**src/hw/rtl/ksf_pkg.sv**
```systemverilog
// Types and constants of the kd-tree SAH split finder.
package ksf_pkg;

   localparam int AXES = 3;

   localparam logic [1:0] REG_TRAVERSE = 2'd0;
   localparam logic [1:0] REG_INTERSECT = 2'd1;
   localparam logic [1:0] REG_MAX_DEPTH = 2'd2;
   localparam logic [1:0] REG_MIN_LEAF = 2'd3;

   typedef struct packed {
      logic [7:0] traverse_cost;
      logic [7:0] intersect_cost;
      logic [5:0] max_depth;
      logic [8:0] min_leaf;
   } cfg_type;

   typedef enum logic [1:0] {
      MAC_HOLD,
      MAC_LOAD,
      MAC_ADD
   } mac_mode_type;

   typedef struct packed {
      mac_mode_type mode;
      logic         shift;
   } mac_ctl_type;

   typedef enum logic [5:0] {
      SEQ_IDLE, SEQ_CHK,
      SEQ_NA0, SEQ_NA1, SEQ_NA2, SEQ_NK, SEQ_NKC, SEQ_NM0, SEQ_NM1, SEQ_NB,
      SEQ_MIN, SEQ_CNT,
      SEQ_L0, SEQ_L1, SEQ_L2, SEQ_R0, SEQ_R1, SEQ_R2,
      SEQ_K1, SEQ_K2, SEQ_K3, SEQ_K4,
      SEQ_SL0, SEQ_SL1, SEQ_SL2, SEQ_SL3,
      SEQ_SR0, SEQ_SR1, SEQ_SR2, SEQ_SR3,
      SEQ_CMP, SEQ_UPD, SEQ_DONE
   } state_type;

endpackage

```
**src/hw/rtl/ksf_mac.sv**
```systemverilog
// Shared signed multiply-accumulate unit.
module ksf_mac import ksf_pkg::*; #(
   parameter int MW = 24,
   parameter int ACCW = 64,
   parameter int SH = 12
) (
   input  logic                   clock,
   input  mac_ctl_type            ctl,
   input  logic signed [MW-1:0]   opa,
   input  logic signed [MW-1:0]   opb,
   output logic signed [ACCW-1:0] acc
);
   logic signed [2*MW-1:0] prod;
   logic signed [ACCW-1:0] term;
   logic signed [ACCW-1:0] acc_ff, acc_in;

   assign prod = opa * opb;

   always_comb begin
      term = ACCW'(prod);
      if (ctl.shift) begin
         term = term <<< SH;
      end
      case (ctl.mode)
         MAC_LOAD: acc_in = term;
         MAC_ADD: acc_in = acc_ff + term;
         default: acc_in = acc_ff;
      endcase
   end

   always_ff @(posedge clock) begin
      acc_ff <= acc_in;
   end

   assign acc = acc_ff;
endmodule

```
**config.mk**
```make
export PLATFORM = sky130hd
export DESIGN_NAME = ksf_mac
export DESIGN_NICKNAME = d
export VERILOG_FILES = /design/src/hw/rtl/ksf_pkg.sv /design/src/hw/rtl/ksf_mac.sv
export SDC_FILE = /design/constraint.sdc
export NUM_CORES = 2
export LEC_CHECK = 0
export BUFFER_PORTS_ARGS = -buffer_cell sky130_fd_sc_hd__buf_2
export CORE_MARGIN = 2
export CORE_UTILIZATION = 45
export DETAILED_ROUTE_END_ITERATION = 10
export GPL_TIMING_DRIVEN = 0
export SLEW_MARGIN = 20
export SYNTH_ARGS = -nofsm -noshare
export SYNTH_HDL_FRONTEND = slang
export SYNTH_SLANG_ARGS = --single-unit
```
**constraint.sdc**
```tcl
create_clock -name clock -period 11 [get_ports clock]
set_input_delay 0.55 -clock clock [delete_from_list [all_inputs] [get_ports clock]]
set_output_delay 0.55 -clock clock [all_outputs]
set_load 0.05 [all_outputs]
```
==> impl_metrics.env <==
export IMPL_status="finished, final reports clean"
export IMPL_ant_nets=0
export IMPL_grt_pass1_vias=23379
export IMPL_synth_warnings=0
export IMPL_final_core_util_pct=48.85
export IMPL_drv_cap=0
export IMPL_fill_cells=5967
export IMPL_cts_max_level=3
export IMPL_gp_congestion=1.002
export IMPL_crit_reg2reg_launch="acc[0]"
export IMPL_fin_nets=4087
export IMPL_fp_dieW_um=253.5
export IMPL_seq_area_frac_synth_pct=6.863
export IMPL_drive_gt1_share_pct=8.047
export IMPL_critPathMaxFanout=10
export IMPL_setup_tns_ps=0
export IMPL_path_common_cell="fa_1"
export IMPL_finalSetupViolCount=0
export IMPL_cpMaxStageDelayCell="fa_1"
export IMPL_worstSetupEndpoint="acc[61]"
export IMPL_cts_buffers=9
export IMPL_dp_slack_ps=-635.6
export IMPL_synthCells=3096
export IMPL_synth_nets=3957
export IMPL_critPathKind="input pin to flop"
export IMPL_yosysTopAreaCellShare_pct=43.46
export IMPL_worst_slack_ps=412.6
export IMPL_root_buffer="clkbuf_16"
export IMPL_worst_slew_pin_slew_ps=929.0
export IMPL_required_ps=11090
export IMPL_synthesis_area_mm2=0.02800
export IMPL_slew_headroom_pct=38.07
export IMPL_synthDistinctLibCells=72
export IMPL_critical_path_max_stage_delay_ps=600
export IMPL_mostFrequentLayoutCells="inv_1 (608), fa_1 (608), nand2_1 (401)"
export IMPL_grt_pass1_wl_um=140200
export IMPL_ys_async_sr_fraction_pct=0
export IMPL_fin_skew_ps=7.351
export IMPL_cts_tree="done"
export IMPL_worst_r2r_cell_count=13
export IMPL_ys_ff_latch=64
export IMPL_r2r_end="acc[48]"
export IMPL_viasPerCell=5.359
export IMPL_core_area_mm2=0.06160
export IMPL_antenna_found_initial=2
export IMPL_gr_total_overflow=0
export IMPL_portBuffers=114
export IMPL_period_share_pct=96.25
export IMPL_startpoint="opa[12]"
export IMPL_ys_flop_type="edfxtp_1"
export IMPL_die_area_mm2=0.06424
export IMPL_max_freq_mhz=94.45
export IMPL_vias=21802
export IMPL_hpwl_um=77280
export IMPL_hold_violations=0
export IMPL_min_path_type="input pin to flop"
export IMPL_clock_path_buffers=2
export IMPL_die_h_um=253.5
export IMPL_cts_sinks=64
export IMPL_reg2reg_setup_slack_ps=7100
export IMPL_ctsHoldBuffers=0
export IMPL_drc=0
export IMPL_clk_pin_slew_ps=60
export IMPL_num_antenna_cells=0
export IMPL_area_growth_pct=7.457
export IMPL_end_kind="flop"
export IMPL_grt_max_degree=54
export IMPL_drtPass1Iterations=8
export IMPL_cp_arrival_ps=10670
export IMPL_synthTopCellsByArea="fa_1 (43%), ha_1 (9.0%), inv_1 (8.2%)"
export IMPL_synth_edff_count=64
export IMPL_syn_avg_cell_area_um2=9.045
export IMPL_initial_core_util_pct=45.46
export IMPL_wire_per_inst_um=21.78
export IMPL_io_pins=116
export IMPL_grt_use_total_pct=29.07
export IMPL_largest_reg_flops=64
export IMPL_fin_crit_ps=10590
export IMPL_synth_top_area_cell="fa_1"
export IMPL_rows=91
export IMPL_startpoint_type="input pin"
export IMPL_clk_latency_ps=360
export IMPL_drt_total_wl_um=88580
export IMPL_final_max_slew_viol_count=0
export IMPL_fin_cells=4068
export IMPL_placedCellCount=4048
export IMPL_drt_iter0_markers=1462
[stage by stage]
stage / hold slack, ps / area (um^2)
floorplan: 852.1 / 28000
global placement: 770.8 / 29620
detailed placement: 780.0 / 29650
CTS: 690.1 / 29970
global route: 724.8 / 30090
finish: 693.0 / 30090
[critical path: cells and delay by family]
kind                     cells  cell delay, ps
buffers and inverters        8            1460
AND/OR/NAND/NOR              4             980
multiplexers                 1             290
adder cells (fa/ha/maj)      9            4080
XOR/XNOR                     1             170
AO/OA/AOI/OAI               13            3130
[routing by layer]
metal | vias up | routed length [um] | track usage, %
met5 | - | 13 | 0
met4 | 2 | 3372 | 10.03
met3 | 168 | 6357 | 4.794
met2 | 833 | 40830 | 46.47
met1 | 10971 | 38020 | 40.12
li1 | 9828 | - | -
[cells in the mapped netlist (all sizes together) (9+ instances only)]
library cell and instances:
inv 611, fa 608, nand2 401, and2 277
ha 201, clkbuf 132, a21oi 124, nor2 107
o21ai 85, xnor2 73, edfxtp 64, a21o 63
mux2 56, xor2 40, a31oi 23, nand3 22
nand2b 21, o21bai 16, nand4 15, nor2b 15
nor3 13, o211ai 13, a211oi 9, buf 9
nor4 9
[kinds of logic (layout without fill, tap and decap cells)]
kind of cell             after synthesis  after routing  share of synthesized area (%)
buffers and inverters                754            889                          10.20
XOR/XNOR                             113            113                          3.534
AND/OR/NAND/NOR                      901            901                          15.50
adder cells (fa/ha/maj)              809            809                          52.44
AO/OA/AOI/OAI                        396            396                          9.070
multiplexers                          59             59                          2.386
flip-flops                            64             64                          6.863
[worst min path at each step]
| stage | from | to | slack (ps) | cells after the start |
|---|---|---|---|---|
| after floorplan | opa[0] | acc[0] | 850 | 2 |
| after global placement | acc[0] | acc[0] | 770 | 3 |
| after detailed placement | acc[0] | acc[0] | 780 | 3 |
| after CTS | ctl[2] | acc[63] | 690 | 3 |
| after global routing | ctl[2] | acc[63] | 720 | 3 |
| final | ctl[2] | acc[63] | 690 | 3 |
[layout make-up]
class                      instances  area, um^2  area share (%)
buffer                           140       606.8           2.017
clock buffer                      11       232.7          0.7734
clock inverter                     5       47.55          0.1580
inverter                         613        2315           7.692
multi-input combinational       2278       23290           77.38
sequential                        64        1922           6.386
tap                              837        1047           3.480
timing repair buffer             120       635.6           2.112
[timing repair]
item	CTS	global route
pin swaps	1	2
buffers inserted	1	4
gates cloned	0	0
setup endpoints to repair	15	20
gates resized for setup	15	76
Power is not shown: default switching activity piles up to over one toggle a cycle in this logic, so the estimate is an artifact.
