$ cat src/hw/rtl/ksf_pkg.sv
// Types and constants of the kd-tree SAH split finder.
package ksf_pkg;

   localparam int AXES = 3;

   localparam logic [1:0] REG_TRAVERSE = 2'd0;
   localparam logic [1:0] REG_INTERSECT = 2'd1;
   localparam logic [1:0] REG_MAX_DEPTH = 2'd2;
   localparam logic [1:0] REG_MIN_LEAF = 2'd3;

   typedef struct packed {
      logic [7:0] traverse_cost;
      logic [7:0] intersect_cost;
      logic [5:0] max_depth;
      logic [8:0] min_leaf;
   } cfg_type;

   typedef enum logic [1:0] {
      MAC_HOLD,
      MAC_LOAD,
      MAC_ADD
   } mac_mode_type;

   typedef struct packed {
      mac_mode_type mode;
      logic         shift;
   } mac_ctl_type;

   typedef enum logic [5:0] {
      SEQ_IDLE, SEQ_CHK,
      SEQ_NA0, SEQ_NA1, SEQ_NA2, SEQ_NK, SEQ_NKC, SEQ_NM0, SEQ_NM1, SEQ_NB,
      SEQ_MIN, SEQ_CNT,
      SEQ_L0, SEQ_L1, SEQ_L2, SEQ_R0, SEQ_R1, SEQ_R2,
      SEQ_K1, SEQ_K2, SEQ_K3, SEQ_K4,
      SEQ_SL0, SEQ_SL1, SEQ_SL2, SEQ_SL3,
      SEQ_SR0, SEQ_SR1, SEQ_SR2, SEQ_SR3,
      SEQ_CMP, SEQ_UPD, SEQ_DONE
   } state_type;

endpackage

$ cat src/hw/rtl/ksf_csr.sv
// APB configuration registers of the split finder.
module ksf_csr import ksf_pkg::*; (
   input  logic        clock,
   input  logic        reset,
   input  logic        psel,
   input  logic        penable,
   input  logic        pwrite,
   input  logic [3:0]  paddr,
   input  logic [31:0] pwdata,
   output logic [31:0] prdata,
   output logic        pready,
   output cfg_type     cfg
);
   cfg_type cfg_ff, cfg_in;

   always_ff @(posedge clock) begin
      if (reset) begin
         cfg_ff <= '{traverse_cost: 8'd1, intersect_cost: 8'd1,
                     max_depth: 6'd20, min_leaf: 9'd1};
      end else begin
         cfg_ff <= cfg_in;
      end
   end

   always_comb begin
      cfg_in = cfg_ff;
      if (psel && penable && pwrite) begin
         case (paddr[3:2])
            REG_TRAVERSE: cfg_in.traverse_cost = pwdata[7:0];
            REG_INTERSECT: cfg_in.intersect_cost = pwdata[7:0];
            REG_MAX_DEPTH: cfg_in.max_depth = pwdata[5:0];
            REG_MIN_LEAF: cfg_in.min_leaf = pwdata[8:0];
            default: cfg_in = cfg_ff;
         endcase
      end
   end

   always_comb begin
      case (paddr[3:2])
         REG_TRAVERSE: prdata = {24'd0, cfg_ff.traverse_cost};
         REG_INTERSECT: prdata = {24'd0, cfg_ff.intersect_cost};
         REG_MAX_DEPTH: prdata = {26'd0, cfg_ff.max_depth};
         REG_MIN_LEAF: prdata = {23'd0, cfg_ff.min_leaf};
         default: prdata = 32'd0;
      endcase
   end

   assign pready = 1'b1;
   assign cfg = cfg_ff;
endmodule

$ cat config.mk
export PLATFORM = sky130hd
export DESIGN_NAME = ksf_csr
export DESIGN_NICKNAME = d
export VERILOG_FILES = /design/src/hw/rtl/ksf_pkg.sv /design/src/hw/rtl/ksf_csr.sv
export SDC_FILE = /design/constraint.sdc
export NUM_CORES = 1
export LEC_CHECK = 0
export ABC_AREA = 1
export BUFFER_PORTS_ARGS = -buffer_cell sky130_fd_sc_hd__buf_4
export CORE_MARGIN = 2
export CORE_UTILIZATION = 40
export CTS_BUF_LIST = sky130_fd_sc_hd__clkbuf_4
export DETAILED_ROUTE_END_ITERATION = 10
export PLACE_DENSITY = 0.78
export REMOVE_ABC_BUFFERS = 1
export SLEW_MARGIN = 25
export SYNTH_ARGS = -nofsm -noshare
export SYNTH_HDL_FRONTEND = slang
export SYNTH_SLANG_ARGS = --single-unit
$ cat constraint.sdc
create_clock -name clock -period 0.8 [get_ports clock]
set_clock_uncertainty 0.05 [all_clocks]
set_input_delay 0.04 -clock clock [delete_from_list [all_inputs] [get_ports clock]]
set_output_delay 0.04 -clock clock [all_outputs]
set_load 0.01 [all_outputs]
==> metrics.md <==
| Metric | Value |
|---|---|
| # rows | 23 |
| Sequential fraction of the synthesis area | 36.0% |
| CP max FO | 2 |
| CP endpoint kind | output pin |
| DRT Wirelength | 5.16 mm |
| Slowest-stage cell, CP | dfxtp_2 |
| Drc violations | 0 |
| Mux cell area share after synthesis | 0% |
| Tcrit/Tclk final | 136% |
| CTS tree | built |
| DR vias | 1,938 |
| Largest family of logic cells by synthesized area | simple AND/OR/NAND/NOR gates |
| Pre-CTS setup slack | -188 ps |
| Post-synthesis xor/xnor area fraction | 0% |
| Data required time at the worst endpoint | 710 ps |
| Vias in the first global route | 1,782 |
| Top FF cell, synth | dfxtp_1 |
| Layout overhead on the synthesized area | 70.4% |
| F_max | 921 MHz |
| Area of the mapped netlist | 0.00173 sq mm |
| Synth Area in Compound Gates | 0.870% |
| Post-synthesis simple-gate area fraction | ~44% |
| RSZ-0062 raised after global routing | yes |
| P per Cell Area | 1130 mW/mm^2 |
| Static leakage | around 1.4 nW |
| Final core utilization | a little under three quarters |
| Nets | between 400 and 500 |
| Critical Path AT | 1000 ps |
| Final Non-Filler Cells | roughly 400 |
| Setup violations, final | 49 |
| Final Max Tran Viols | 0 |
| TritonCTS Buffers | 5 |
| Post-route cell area | 0.00294 sq mm |
| Critical path type | reg2out |
| Synth async-reset ratio | 0% |
| Grt total ovfl | 0 |
| Root Buffer | clkbuf_4 |
| Initial Util | between 40% and 50% |
| IO Pins | 105 |
| Clk slew on worst S/H paths | around 100 ps |
| Routed Antenna Nets | 0 |
| GPL Wtd Cong | 0.762 |
| Yosys top cell area share | 36.0% |
| Violated checks | negative setup slack |
| Adder-cell share of the synthesized area | 0% |
| Critical path, cell by cell | nand2_1, nand4_1, buf_4 |
| CTS sink count | 31 |
| Post-route setup TNS | -8190 ps |
| Post-DR wirelength/cell | 12.5 microns |
| Synth top cells by count | 67 x nand2_1, 53 x nor2_1, 33 x nand3_1 |
| Count leader, synth | nand2_1 |
| Die Y | 69.7 microns |
| CP startpoint kind | flip-flop |
| Die X | 69.7 microns |
| H-tree depth | 2 |
| Post-placement cell count | 358 |
| Worst vdd ir | roughly 0.9 mV |
| Final hold viol count | 0 |
| Mapped Cells | roughly 250 |
| Status | complete, but fails checks |
| Area after DPL | 0.00213 sq mm |
| Clk Latency, worst-skew pair | approximately 340 ps |
| DR iter-0 viols | 151 |
| Max_cap viols | 0 |
| Pre-Repair DR Iteration Count | 5 |
| Max incr delay on CP | 340 ps |
| Post-synth EDFFs | 0 |
| DIE AREA | 0.00485 sq mm |
| Initial antenna violation count | 0 |
| Post-synth cell types | 17 |
| Clock buffer depth | 2 |
| Largest net degree at the start of global routing | 32 |
| Synthesized flop and latch total | 31 |
| Worst setup margin | -285 ps |
| Hold crit path type | in2reg |
| # port buffers | 55 |
| Via density | 4.70 |
| Number of diodes | 0 |
| Layout fillers | approximately 330 |
| Post-synth top area cell | dfxtp_1 |
| Synth warn | 0 |
| Tmin final | 1090 ps |
| Syn Area/Cell | 6.79 sq um |
| HPWL Detailed | 2.99 mm |
| Core area | 0.00409 sq mm |
| Share of layout cells above drive strength 1 | 50.6% |
| Reg2Reg Depth | 4 |
| Worst Hold Path Cells | 5 |
| Top cells by area, synth | dfxtp_1 36%, nand2_1 15%, nor2_1 12% |
| Max reg flops | 31 |
| Total GRT Usage | 20.5% |
| First-pass GRT wire length | 8.02 mm |
-- metrics by stage --
| step | power, mW | hold slack [ps] |
|---|---|---|
| 2_1_floorplan | 1.92 | 116 |
| 3_3_place_gp | 2.19 | 217 |
| 3_5_place_dp | 2.20 | 227 |
| 4_1_cts | 3.27 | 21.3 |
| 5_1_grt | 3.47 | 32.1 |
| 6_report | 3.31 | 22.2 |
-- final timing paths --
check	start	endpoint	slack [ps]
worst max-delay path	cfg[2]	prdata[2]	-290
worst min-delay path	pwdata[1]	cfg[10]	20
worst max register to register	cfg[14]	cfg[14]	-80
worst min register to register	cfg[12]	cfg[12]	460
-- per-layer routing --
metal	global-route usage (%)	share of wire [%]	up-vias
li1	-	-	958
met1	24.1	38	889
met2	36.3	53	86
met3	4.07	8.2	5
met4	8.12	1.1	0
met5	0	0	-
-- placed cells by master (no fill, tap or decap), types with 6 or more instances in the layout --
cell / netlist / final
nor2_4: 5 / 9
nor2_1: 53 / 44
inv_1: 12 / 7
nand4_1: 6 / 6
conb_1: 2 / 24
buf_6: 6 / 72
nor2_2: 3 / 8
buf_4: 25 / 30
dfxtp_2: 0 / 31
inv_2: 2 / 7
nand3_1: 33 / 30
nand2_2: 0 / 6
dlygate4sd3_1: 0 / 6
clkbuf_4: 0 / 7
nand2_1: 67 / 61
-- report_power, final --
group / switching [mW] / total, mW / internal [mW]
Combinational: 0.391 / 0.743 / 0.353
Clock: 0.552 / 0.962 / 0.410
Sequential: 0.0263 / 1.61 / 1.58
Total: 0.969 / 3.31 / 2.34
-- timing repair --
item | 4_1_cts | 5_1_grt
hold buffers | 6 | 0
setup buffers | 35 | 9
pin swaps | 25 | 14
hold endpoints to repair | 10 | 0
gates cloned | 0 | 0
endpoints found under the setup margin | 40 | 57
resized for setup | 91 | 47
-- cells by family (layout without fill, tap and decap cells) --
| group | after synthesis | after routing |
|---|---|---|
| AND/OR/NAND/NOR | 170 | 170 |
| AO/OA/AOI/OAI | 3 | 3 |
| flip-flops | 31 | 31 |
| other | 2 | 24 |
| buffers and inverters | 48 | 134 |
-- worst max-delay path, delay by kind of cell, from the launching register on --
kind | cells | cell delay, ps
AND/OR/NAND/NOR | 2 | 150
buffers and inverters | 1 | 150
flip-flops | 1 | 340
-- final cells by class --
class	instances	area [sq um]	area share [%]
repair buffers	111	1160	39.3
multi-input cells	197	946	32.2
flip-flops and latches	31	659	22.4
well taps	50	62.6	2.13
clock buffers	7	52.6	1.79
clock inverters	1	5.00	0.170
inverters	15	58.8	2.00
Power figures use the tool's default switching activity.
